File: src/sv/rate_monotonic_task_scheduler_core_defines.svh
// Assertion macros for the rate-monotonic task scheduler core.
`ifndef RATE_MONOTONIC_TASK_SCHEDULER_CORE_DEFINES_SVH
`define RATE_MONOTONIC_TASK_SCHEDULER_CORE_DEFINES_SVH
`ifndef SYNTH
// Clocked assertion, disabled while reset is asserted.
`define RMTS_ASSERT(lbl, clk, rstn, prop) \
  lbl: assert property (@(posedge clk) disable iff (!rstn) prop) \
    else $error("rmts assertion failed");
// Clocked assertion that also holds during reset.
`define RMTS_ASSERT_NR(lbl, clk, prop) \
  lbl: assert property (@(posedge clk) prop) else $error("rmts assertion failed");
`else
`define RMTS_ASSERT(lbl, clk, rstn, prop)
`define RMTS_ASSERT_NR(lbl, clk, prop)
`endif
`endif

File: src/sv/rmts_pkg.sv
// Shared types and constants of the rate-monotonic task scheduler.
`timescale 1ns / 1ps
package rmts_pkg;

  localparam int PERIOD_W   = 16;
  localparam int RUN_W      = 16;
  localparam int POWER_W    = 12;
  localparam int HORIZON_W  = 20;
  localparam int COUNT_W    = 4;
  localparam int SLOT_W     = 3;
  localparam int OUT_TIME_W = 20;
  localparam int TASK_OUT_W = 3;
  localparam int SLOT_E_W   = 32;
  localparam int ETOT_W     = 40;
  localparam int ITOT_W     = 20;
  localparam int CFG_IDX_W  = 2;
  localparam int CFG_DATA_W = 20;
  localparam int IN_DATA_W  = 40;
  localparam int OUT_DATA_W = 136;

  localparam logic [1:0] OP_LOAD    = 2'd0;
  localparam logic [1:0] OP_STEP    = 2'd1;
  localparam logic [1:0] OP_RESTART = 2'd2;
  localparam logic [1:0] OP_NOP     = 2'd3;

  localparam logic [1:0] KIND_RUN  = 2'd0;
  localparam logic [1:0] KIND_IDLE = 2'd1;
  localparam logic [1:0] KIND_DONE = 2'd2;
  localparam logic [1:0] KIND_ACK  = 2'd3;

  localparam logic [1:0] REG_TASK_COUNT   = 2'd0;
  localparam logic [1:0] REG_HORIZON      = 2'd1;
  localparam logic [1:0] REG_ACTIVE_POWER = 2'd2;
  localparam logic [1:0] REG_IDLE_POWER   = 2'd3;

  localparam logic [COUNT_W-1:0]   TASK_COUNT_RST = 4'd1;
  localparam logic [HORIZON_W-1:0] HORIZON_RST    = 20'd1000;

  typedef struct packed {
    logic clear;
    logic load;
    logic mark_ready;
    logic retire;
  } rmts_tbl_cmd_t;

endpackage

File: src/sv/rate_monotonic_task_scheduler_core.sv
// Top level of the non-preemptive rate-monotonic task scheduler core.
// Input stream in_*: in_tuser is the opcode (load, step, restart, no-op),
// in_tdata has slot, period and run time. Each request yields exactly one record
// on out_*: out_tuser is the record kind, out_tdata the times and energies.
// Registers task_count, horizon, active_power and idle_power are written
// on cfg_* (always ready); the user must do so only while no request is in
// flight; the block does not enforce it. Load, restart and no-op requests
// go straight to emit; a step past the horizon check emits a done record.
// A step that runs a task passes the check, the release scan over n active
// tasks, the selection scan over all MAX_TASKS slots, prep, the energy
// multiply, update and emit; an idle step adds a search of the nearest
// release over n tasks. The release, selection and gap scans walk the table
// one entry per cycle through a single shared compare and subtract unit.
// One request is in flight at a time; in_tready is high only while the
// sequencer idles. A finished record waits in the output register while
// the next request is accepted; a stalled receiver holds the sequencer at
// its last step until the register frees. Reset restores the register
// defaults and clears times, release state and totals.
`timescale 1ns / 1ps
`include "rate_monotonic_task_scheduler_core_defines.svh"
module rate_monotonic_task_scheduler_core import rmts_pkg::*; #(
  parameter int MAX_TASKS = 8,
  parameter int TIME_BITS = 20
) (
  input  logic                  clk,
  input  logic                  rst_n,
  input  logic                  in_tvalid,
  output logic                  in_tready,
  // task_slot[2:0], period[18:3], run_time[34:19], zero[39:35]
  input  logic [IN_DATA_W-1:0]  in_tdata,
  // opcode[1:0]
  input  logic [1:0]            in_tuser,
  output logic                  out_tvalid,
  input  logic                  out_tready,
  // start_time[19:0], chosen_task[22:20], duration[42:23], slot_energy[74:43],
  // energy_total[114:75], idle_total[134:115], zero[135]
  output logic [OUT_DATA_W-1:0] out_tdata,
  // kind[1:0]
  output logic [1:0]            out_tuser,
  input  logic                  cfg_valid,
  output logic                  cfg_ready,
  input  logic [CFG_IDX_W-1:0]  cfg_index,
  input  logic [CFG_DATA_W-1:0] cfg_data
);

  localparam int IDX_W  = (MAX_TASKS > 1) ? $clog2(MAX_TASKS) : 1;
  localparam int CNT_W  = $clog2(MAX_TASKS + 1);
  localparam int KEY_W  = PERIOD_W + TIME_BITS;
  localparam int DUR_W  = (TIME_BITS > HORIZON_W) ? TIME_BITS : HORIZON_W;
  localparam int PROD_W = DUR_W + POWER_W;
  localparam int EXT_W  = ((PROD_W > ETOT_W) ? PROD_W : ETOT_W) + 1;
  localparam int REL_W  = ((TIME_BITS > PERIOD_W) ? TIME_BITS : PERIOD_W) + 1;
  localparam logic [TIME_BITS-1:0] TMAX = {TIME_BITS{1'b1}};

  typedef enum logic [3:0] {
    S_IDLE, S_CHECK, S_REL, S_SEL, S_GAP, S_PREP, S_MUL, S_UPD, S_EMIT
  } state_t;

  state_t state_r;

  logic [COUNT_W-1:0]   task_count_r;
  logic [HORIZON_W-1:0] horizon_r;
  logic [POWER_W-1:0]   active_power_r;
  logic [POWER_W-1:0]   idle_power_r;

  logic [CNT_W-1:0]     cnt_r;
  logic                 found_r;
  logic                 is_idle_r;
  logic [IDX_W-1:0]     best_idx_r;
  logic [PERIOD_W-1:0]  best_per_r;
  logic [TIME_BITS-1:0] best_stamp_r;
  logic [RUN_W-1:0]     best_run_r;
  logic [TIME_BITS-1:0] best_rel_r;
  logic [DUR_W-1:0]     target_r;
  logic [DUR_W-1:0]     dur_r;
  logic [PROD_W-1:0]    prod_r;
  logic [TIME_BITS-1:0] cur_r;
  logic [ETOT_W-1:0]    esum_r;
  logic [ITOT_W-1:0]    isum_r;

  logic [1:0]           rec_kind_r;
  logic [TIME_BITS-1:0] rec_start_r;
  logic [IDX_W-1:0]     rec_task_r;
  logic [DUR_W-1:0]     rec_dur_r;
  logic [PROD_W-1:0]    rec_e_r;
  logic                 out_valid_r;
  logic [OUT_DATA_W-1:0] out_data_r;
  logic [1:0]           out_user_r;

  logic                 in_acc;
  logic [1:0]           in_op;
  logic [SLOT_W-1:0]    in_slot;
  logic [IDX_W+SLOT_W-1:0] slot_ext;
  logic                 slot_ok;
  logic [CNT_W-1:0]     n_c;
  logic [IDX_W-1:0]     scan_idx;

  rmts_tbl_cmd_t        tbl_cmd;
  logic [IDX_W-1:0]     upd_idx;
  logic [TIME_BITS-1:0] rel_new;
  logic [PERIOD_W-1:0]  rd_period;
  logic [RUN_W-1:0]     rd_run;
  logic [TIME_BITS-1:0] rd_rel;
  logic                 rd_ready;
  logic [TIME_BITS-1:0] rd_stamp;

  logic [KEY_W-1:0]     cmp_a;
  logic [KEY_W-1:0]     cmp_b;
  logic                 cmp_lt;
  logic [KEY_W-1:0]     cmp_diff;

  logic [EXT_W-1:0]     esum_add;
  logic [DUR_W:0]       isum_add;
  logic [REL_W-1:0]     cur_add;
  logic [REL_W-1:0]     rel_add;
  logic [TIME_BITS+OUT_TIME_W-1:0] start_ext;
  logic [IDX_W+TASK_OUT_W-1:0]     task_ext;
  logic [SLOT_E_W-1:0]  slot_e;
  logic                 emit_go;

  assign in_tready = (state_r == S_IDLE);
  assign in_acc    = in_tvalid && in_tready;
  assign in_op     = in_tuser;
  assign in_slot   = in_tdata[SLOT_W-1:0];
  assign slot_ext  = (IDX_W + SLOT_W)'(in_slot);
  assign slot_ok   = (32'(in_slot) < MAX_TASKS);
  assign scan_idx  = cnt_r[IDX_W-1:0];
  assign cfg_ready = 1'b1;
  assign emit_go   = (state_r == S_EMIT) && (!out_valid_r || out_tready);

  always_comb begin
    if (32'(task_count_r) > MAX_TASKS) begin
      n_c = CNT_W'(MAX_TASKS);
    end else begin
      n_c = CNT_W'(task_count_r);
    end
  end

  always_comb begin
    tbl_cmd.clear      = in_acc && (in_op == OP_RESTART);
    tbl_cmd.load       = in_acc && (in_op == OP_LOAD) && slot_ok;
    tbl_cmd.mark_ready = (state_r == S_REL) && (cnt_r < n_c) && !rd_ready && !cmp_lt;
    tbl_cmd.retire     = (state_r == S_UPD) && !is_idle_r;
  end

  assign upd_idx = (state_r == S_REL) ? scan_idx : best_idx_r;

  always_comb begin
    rel_add = REL_W'(best_rel_r) + REL_W'(best_per_r);
    rel_new = (rel_add > REL_W'(TMAX)) ? TMAX : rel_add[TIME_BITS-1:0];
  end

  rmts_task_table #(
    .MAX_TASKS (MAX_TASKS),
    .TIME_BITS (TIME_BITS),
    .IDX_W     (IDX_W)
  ) u_table (
    .clk         (clk),
    .rst_n       (rst_n),
    .cmd         (tbl_cmd),
    .load_idx    (slot_ext[IDX_W-1:0]),
    .load_period (in_tdata[SLOT_W +: PERIOD_W]),
    .load_run    (in_tdata[SLOT_W+PERIOD_W +: RUN_W]),
    .upd_idx     (upd_idx),
    .stamp_val   (cur_r),
    .rel_val     (rel_new),
    .rd_idx      (scan_idx),
    .rd_period   (rd_period),
    .rd_run      (rd_run),
    .rd_rel      (rd_rel),
    .rd_ready    (rd_ready),
    .rd_stamp    (rd_stamp)
  );

  always_comb begin
    unique case (state_r)
      S_CHECK: begin
        cmp_a = KEY_W'(cur_r);
        cmp_b = KEY_W'(horizon_r);
      end
      S_REL: begin
        cmp_a = KEY_W'(cur_r);
        cmp_b = KEY_W'(rd_rel);
      end
      S_SEL: begin
        cmp_a = {rd_period, rd_stamp};
        cmp_b = {best_per_r, best_stamp_r};
      end
      S_GAP: begin
        cmp_a = KEY_W'(rd_rel);
        cmp_b = KEY_W'(best_rel_r);
      end
      S_PREP: begin
        cmp_a = KEY_W'(target_r);
        cmp_b = KEY_W'(cur_r);
      end
      default: begin
        cmp_a = '0;
        cmp_b = '0;
      end
    endcase
  end

  rmts_cmp_sub #(
    .W (KEY_W)
  ) u_cmp (
    .op_a   (cmp_a),
    .op_b   (cmp_b),
    .a_lt_b (cmp_lt),
    .diff   (cmp_diff)
  );

  always_comb begin
    esum_add  = EXT_W'(esum_r) + EXT_W'(prod_r);
    isum_add  = (DUR_W + 1)'(isum_r) + (DUR_W + 1)'(dur_r);
    cur_add   = REL_W'(cur_r) + REL_W'(best_run_r);
    start_ext = (TIME_BITS + OUT_TIME_W)'(rec_start_r);
    task_ext  = (IDX_W + TASK_OUT_W)'(rec_task_r);
    slot_e    = (rec_e_r > PROD_W'({SLOT_E_W{1'b1}})) ? {SLOT_E_W{1'b1}}
                                                      : rec_e_r[SLOT_E_W-1:0];
  end

  always_ff @(posedge clk) begin
    if (!rst_n) begin
      task_count_r   <= TASK_COUNT_RST;
      horizon_r      <= HORIZON_RST;
      active_power_r <= '0;
      idle_power_r   <= '0;
    end else if (cfg_valid && cfg_ready) begin
      unique case (cfg_index)
        REG_TASK_COUNT:   task_count_r   <= cfg_data[COUNT_W-1:0];
        REG_HORIZON:      horizon_r      <= cfg_data[HORIZON_W-1:0];
        REG_ACTIVE_POWER: active_power_r <= cfg_data[POWER_W-1:0];
        REG_IDLE_POWER:   idle_power_r   <= cfg_data[POWER_W-1:0];
        default: ;
      endcase
    end
  end

  always_ff @(posedge clk) begin
    if (!rst_n) begin
      state_r     <= S_IDLE;
      cnt_r       <= '0;
      found_r     <= 1'b0;
      is_idle_r   <= 1'b0;
      cur_r       <= '0;
      esum_r      <= '0;
      isum_r      <= '0;
      out_valid_r <= 1'b0;
    end else begin
      if (emit_go) begin
        out_valid_r <= 1'b1;
      end else if (out_valid_r && out_tready) begin
        out_valid_r <= 1'b0;
      end
      unique case (state_r)
        S_IDLE: begin
          if (in_acc) begin
            rec_kind_r  <= KIND_ACK;
            rec_start_r <= '0;
            rec_task_r  <= '0;
            rec_dur_r   <= '0;
            rec_e_r     <= '0;
            if (in_op == OP_STEP) begin
              state_r <= S_CHECK;
            end else begin
              state_r <= S_EMIT;
            end
            if (in_op == OP_RESTART) begin
              cur_r  <= '0;
              esum_r <= '0;
              isum_r <= '0;
            end
          end
        end
        S_CHECK: begin
          if (!cmp_lt) begin
            rec_kind_r  <= KIND_DONE;
            rec_start_r <= cur_r;
            state_r     <= S_EMIT;
          end else begin
            cnt_r   <= '0;
            state_r <= S_REL;
          end
        end
        S_REL: begin
          if (cnt_r < n_c) begin
            cnt_r <= cnt_r + 1'b1;
          end else begin
            cnt_r   <= '0;
            found_r <= 1'b0;
            state_r <= S_SEL;
          end
        end
        S_SEL: begin
          if (cnt_r < CNT_W'(MAX_TASKS)) begin
            if (rd_ready && (!found_r || cmp_lt)) begin
              best_idx_r   <= scan_idx;
              best_per_r   <= rd_period;
              best_stamp_r <= rd_stamp;
              best_run_r   <= rd_run;
              best_rel_r   <= rd_rel;
              found_r      <= 1'b1;
            end
            cnt_r <= cnt_r + 1'b1;
          end else if (found_r) begin
            is_idle_r <= 1'b0;
            state_r   <= S_PREP;
          end else if (n_c == '0) begin
            is_idle_r  <= 1'b1;
            best_idx_r <= '0;
            target_r   <= DUR_W'(horizon_r);
            state_r    <= S_PREP;
          end else begin
            cnt_r   <= '0;
            state_r <= S_GAP;
          end
        end
        S_GAP: begin
          if (cnt_r < n_c) begin
            if (!found_r || cmp_lt) begin
              best_idx_r <= scan_idx;
              best_rel_r <= rd_rel;
              found_r    <= 1'b1;
            end
            cnt_r <= cnt_r + 1'b1;
          end else begin
            is_idle_r <= 1'b1;
            target_r  <= DUR_W'(best_rel_r);
            state_r   <= S_PREP;
          end
        end
        S_PREP: begin
          dur_r   <= is_idle_r ? cmp_diff[DUR_W-1:0] : DUR_W'(best_run_r);
          state_r <= S_MUL;
        end
        S_MUL: begin
          prod_r  <= PROD_W'(dur_r) *
                     PROD_W'(is_idle_r ? idle_power_r : active_power_r);
          state_r <= S_UPD;
        end
        S_UPD: begin
          esum_r <= (esum_add > EXT_W'({ETOT_W{1'b1}})) ? {ETOT_W{1'b1}}
                                                         : esum_add[ETOT_W-1:0];
          if (is_idle_r) begin
            isum_r     <= (isum_add > (DUR_W + 1)'({ITOT_W{1'b1}})) ? {ITOT_W{1'b1}}
                                                                    : isum_add[ITOT_W-1:0];
            cur_r      <= (target_r > DUR_W'(TMAX)) ? TMAX : target_r[TIME_BITS-1:0];
            rec_kind_r <= KIND_IDLE;
          end else begin
            cur_r      <= (cur_add > REL_W'(TMAX)) ? TMAX : cur_add[TIME_BITS-1:0];
            rec_kind_r <= KIND_RUN;
          end
          rec_start_r <= cur_r;
          rec_task_r  <= best_idx_r;
          rec_dur_r   <= dur_r;
          rec_e_r     <= prod_r;
          state_r     <= S_EMIT;
        end
        S_EMIT: begin
          if (emit_go) begin
            out_user_r  <= rec_kind_r;
            out_data_r  <= {1'b0, isum_r, esum_r, slot_e,
                            rec_dur_r[OUT_TIME_W-1:0],
                            task_ext[TASK_OUT_W-1:0],
                            start_ext[OUT_TIME_W-1:0]};
            state_r     <= S_IDLE;
          end
        end
        default: state_r <= S_IDLE;
      endcase
    end
  end

  assign out_tvalid = out_valid_r;
  assign out_tdata  = out_data_r;
  assign out_tuser  = out_user_r;

  `RMTS_ASSERT(a_busy_after_accept, clk, rst_n, (in_tvalid && in_tready) |=> !in_tready)
  `RMTS_ASSERT(a_energy_grows, clk, rst_n, (state_r != S_IDLE) |=> (esum_r >= $past(esum_r)))
  `RMTS_ASSERT(a_idle_grows, clk, rst_n, (state_r != S_IDLE) |=> (isum_r >= $past(isum_r)))
  `RMTS_ASSERT(a_time_grows, clk, rst_n, (state_r != S_IDLE) |=> (cur_r >= $past(cur_r)))

endmodule

File: src/sv/rmts_cmp_sub.sv
// Shared compare and subtract unit used by every scan step of the sequencer.
`timescale 1ns / 1ps
module rmts_cmp_sub #(
  parameter int W = 36
) (
  input  logic [W-1:0] op_a,
  input  logic [W-1:0] op_b,
  output logic         a_lt_b,
  output logic [W-1:0] diff
);

  logic [W:0] wide;

  assign wide   = {1'b0, op_a} - {1'b0, op_b};
  assign a_lt_b = wide[W];
  assign diff   = wide[W-1:0];

endmodule

File: src/sv/rmts_task_table.sv
// Task table: periods, run times, release times, ready flags and insert stamps.
`timescale 1ns / 1ps
module rmts_task_table import rmts_pkg::*; #(
  parameter int MAX_TASKS = 8,
  parameter int TIME_BITS = 20,
  parameter int IDX_W     = 3
) (
  input  logic                 clk,
  input  logic                 rst_n,
  input  rmts_tbl_cmd_t        cmd,
  input  logic [IDX_W-1:0]     load_idx,
  input  logic [PERIOD_W-1:0]  load_period,
  input  logic [RUN_W-1:0]     load_run,
  input  logic [IDX_W-1:0]     upd_idx,
  input  logic [TIME_BITS-1:0] stamp_val,
  input  logic [TIME_BITS-1:0] rel_val,
  input  logic [IDX_W-1:0]     rd_idx,
  output logic [PERIOD_W-1:0]  rd_period,
  output logic [RUN_W-1:0]     rd_run,
  output logic [TIME_BITS-1:0] rd_rel,
  output logic                 rd_ready,
  output logic [TIME_BITS-1:0] rd_stamp
);

  logic [PERIOD_W-1:0]  period_r [MAX_TASKS];
  logic [RUN_W-1:0]     run_r    [MAX_TASKS];
  logic [TIME_BITS-1:0] rel_r    [MAX_TASKS];
  logic [TIME_BITS-1:0] stamp_r  [MAX_TASKS];
  logic [MAX_TASKS-1:0] ready_r;

  always_ff @(posedge clk) begin
    if (cmd.load) begin
      period_r[load_idx] <= load_period;
      run_r[load_idx]    <= load_run;
    end
  end

  always_ff @(posedge clk) begin
    if (!rst_n || cmd.clear) begin
      ready_r <= '0;
      for (int i = 0; i < MAX_TASKS; i++) begin
        rel_r[i]   <= '0;
        stamp_r[i] <= '0;
      end
    end else if (cmd.mark_ready) begin
      ready_r[upd_idx] <= 1'b1;
      stamp_r[upd_idx] <= stamp_val;
    end else if (cmd.retire) begin
      ready_r[upd_idx] <= 1'b0;
      rel_r[upd_idx]   <= rel_val;
    end
  end

  assign rd_period = period_r[rd_idx];
  assign rd_run    = run_r[rd_idx];
  assign rd_rel    = rel_r[rd_idx];
  assign rd_ready  = ready_r[rd_idx];
  assign rd_stamp  = stamp_r[rd_idx];

endmodule

File: config.mk
export PLATFORM = sky130hd
export DESIGN_NAME = rate_monotonic_task_scheduler_core
export DESIGN_NICKNAME = d
export VERILOG_FILES = /design/src/sv/rmts_pkg.sv /design/src/sv/rate_monotonic_task_scheduler_core.sv /design/src/sv/rmts_cmp_sub.sv /design/src/sv/rmts_task_table.sv
export VERILOG_INCLUDE_DIRS = /design/src /design/src/sv
export SDC_FILE = /design/constraint.sdc
export NUM_CORES = 2
export LEC_CHECK = 0
export ABC_AREA = 1
export BUFFER_PORTS_ARGS = -buffer_cell sky130_fd_sc_hd__buf_2
export CORE_UTILIZATION = 55
export CTS_CLUSTER_DIAMETER = 60
export DETAILED_ROUTE_END_ITERATION = 10
export GPL_TIMING_DRIVEN = 0
export PLACE_DENSITY = 0.72
export SETUP_SLACK_MARGIN = 0.02
export SYNTH_ARGS = -nofsm -noshare
export SYNTH_HDL_FRONTEND = slang
export SYNTH_HIERARCHICAL = 1
export SYNTH_SLANG_ARGS = --single-unit
File: constraint.sdc
create_clock -name clk -period 21 [get_ports clk]
set_clock_uncertainty 0.15 [all_clocks]
set_input_delay 3.15 -clock clk [delete_from_list [all_inputs] [get_ports clk]]
set_output_delay 3.15 -clock clk [all_outputs]
set_load 0.05 [all_outputs]
==> results.md <==
* IO Port Bufs at 202
* Most common cell after layout, fill and taps aside: nand2_1
* Worst setup path class: flip-flop to flip-flop
* Drt first-iter violations at 4,376
* Max-Slew Margin vs Limit at 1.22%
* IO Pins at 210
* P_int at 5.05 mW
* Most frequent cells in the layout: nand2_1 (2,109), inv_1 (1,340), edfxtp_1 (937)
* Crit path launch type: flip-flop
* Slew at the pin closest to its max-slew limit at 1470 ps
* Routed vias/inst at 5.38
* Overall power at 8.55 mW
* Syn nets at 7,632
* Final ANT Viol Nets at 0
* Std-Cell Rows at 122
* Starting Density at 55.5%
* Die Wd at 336 um
* Leakage at 31.7 nW
* Achievable Freq at 0.129 GHz
* Total number of vias at 49,100
* Synthesized cell area at 61,500 um^2
* RSZ-0062 raised after global routing: no
* Tot GR Track Use at 33.4%
* CTS tree: built
* Drt drc at 0
* Clock sink total at 1,084
* CP arrival at 7910 ps
* CTS Buf Count at 117
* DIE AREA at 113,000 um^2
* Sw Share at 41.0%
* Setup TNS at 0 ps
* Fin crit share at 36.8%
* Area grow syn2layout at 12.2%
* Slowest CP cell: clkbuf_1
* Final Slew Violations at 0
* Maxcap violations at 1
* Hold Crit Class: flip-flop to flip-flop
* Largest net degree at the start of global routing at 38
* Final worst-path setup slack at 13,280 ps
* Maximum root-to-sink buffer count at 3
* Clk_lat worst skew at 760 ps
* Routed wire length at 187,000 um
* Most common cell on crit path: nand2_1
* Total grt overflow at 0
* Switching pwr at 3.50 mW
* Crit path time final at 7720 ps
* H-tree levels at 3
* Routability cong. at 1.03
* Clk pin slew, worst setup/hold paths at 60 ps
* Multi-input logic area at 24,100 um^2
* VDD IR max at 0.000175 V
* # fillers at 9,409
* Dpl ws at 13,550 ps
* CORE AREA at 111,000 um^2
* Setup bufs post-CTS at 0
* Drt first pass iters at 6
* Power per cell area at 124 nW/um^2
* Die Span Y at 336 um
* Crit. End Element: flip-flop
* # resized after CTS at 0
* Largest stage delay, worst path at 910 ps
* Detail Placement HPWL at 143,000 um
* Failing checks: max-capacitance violations
* Avg Inst Size Synth at 8.56 um^2
* Final setup viols at 0
* Inst Count DP at 8,900
* CP required at 21,190 ps
* Non-filler cells, final at 9,128
* Final Hold Fails at 0
* Clk network pwr share at 25.0%
* Drt wl/cell at 20.5 um
* First-pass GRT wire length at 281,000 um
* Worst-path maximum fanout at 20
* Sequential share of power at 31.8%
* Initial antenna violation count at 8
* Register area at 31,100 um^2
* CTS Hold Bufs at 0
* Status: complete, but fails checks
* Synth Instances at 7,183
* Yosys warnings at 6
* Number of global-route vias before repair at 47,800
* Layout Nets at 7,980
* Comb pwr share at 43.2%
* Fraction of layout cells with a size suffix above 1 at 8.38%
* Clk root buf: clkbuf_16
worst max-delay path: cells and delay by family (launching register included):
kind	cells	cell delay [ps]
compound gates	1	320
flops	1	420
fa+ha+maj	2	640
buf+inv	7	2080
simple gates	18	3630
sequential cells by signal, summed over array words and instances (netlist names), 20 cells and up:
| name | flops |
|---|---|
| out_tdata | 135 |
| rec_dur_r | 20 |
| esum_r | 40 |
| rec_e_r | 32 |
| rec_start_r | 20 |
| dur_r | 20 |
| horizon_r | 20 |
| u_table/run_r | 128 |
| u_table/stamp_r | 160 |
| u_table/period_r | 128 |
| best_stamp_r | 20 |
| isum_r | 20 |
| prod_r | 32 |
| cur_r | 20 |
| u_table/rel_r | 160 |
| best_rel_r | 20 |
| target_r | 20 |
worst paths after layout:
path	endpoint	slack [ps]	from	cells after the start
setup / recovery	u_table/stamp_r[1][5]	13280	cnt_r[1]	28
hold / removal	out_tdata[50]	210	rec_e_r[7]	0
setup reg to reg	u_table/stamp_r[1][5]	13280	cnt_r[1]	28
hold reg to reg	out_tdata[50]	210	rec_e_r[7]	0
per-stage QoR:
stage | instance area, um^2 | util, % | hold WS, ps
final | 69000 | 62.3 | 210
after global routing | 68900 | 62.3 | 217
after CTS | 68900 | 62.3 | 210
after detailed placement | 64900 | 58.6 | 255
after global placement | 64300 | 58.1 | 251
after floorplan | 61500 | - | 250
layer usage:
metal,track usage (%),wire length (um),up-vias,part of all wire (%)
met2,54.8,86800,2302,46
met5,0,52,-,0.028
met3,5.43,15900,605,8.5
li1,-,-,23300,-
met1,40.5,69900,22900,37
met4,22.7,14500,8,7.7
final cells by class:
class | count | area share [%]
Buffer | 267 | 1.95
Timing Repair Buffer | 229 | 2.09
Clock buffer | 151 | 4.58
Sequential cell | 1084 | 45.1
Antenna cell | 4 | 0.0145
Inverter | 1358 | 7.39
Clock inverter | 73 | 1.31
Multi-Input combinational cell | 4474 | 34.9
Tap cell | 1488 | 2.70
power groups by stage:
| stage | Sequential (mW) | Combinational (mW) | Clock [mW] |
|---|---|---|---|
| 2_1_floorplan | 2.84 | 2.42 | 0 |
| 3_3_place_gp | 2.78 | 3.57 | 0 |
| 3_5_place_dp | 2.76 | 3.65 | 0 |
| 4_1_cts | 2.72 | 3.68 | 2.16 |
| 5_1_grt | 2.73 | 4.13 | 2.24 |
| 6_report | 2.72 | 3.70 | 2.14 |
Note: power is estimated with default switching activity, not from simulation.
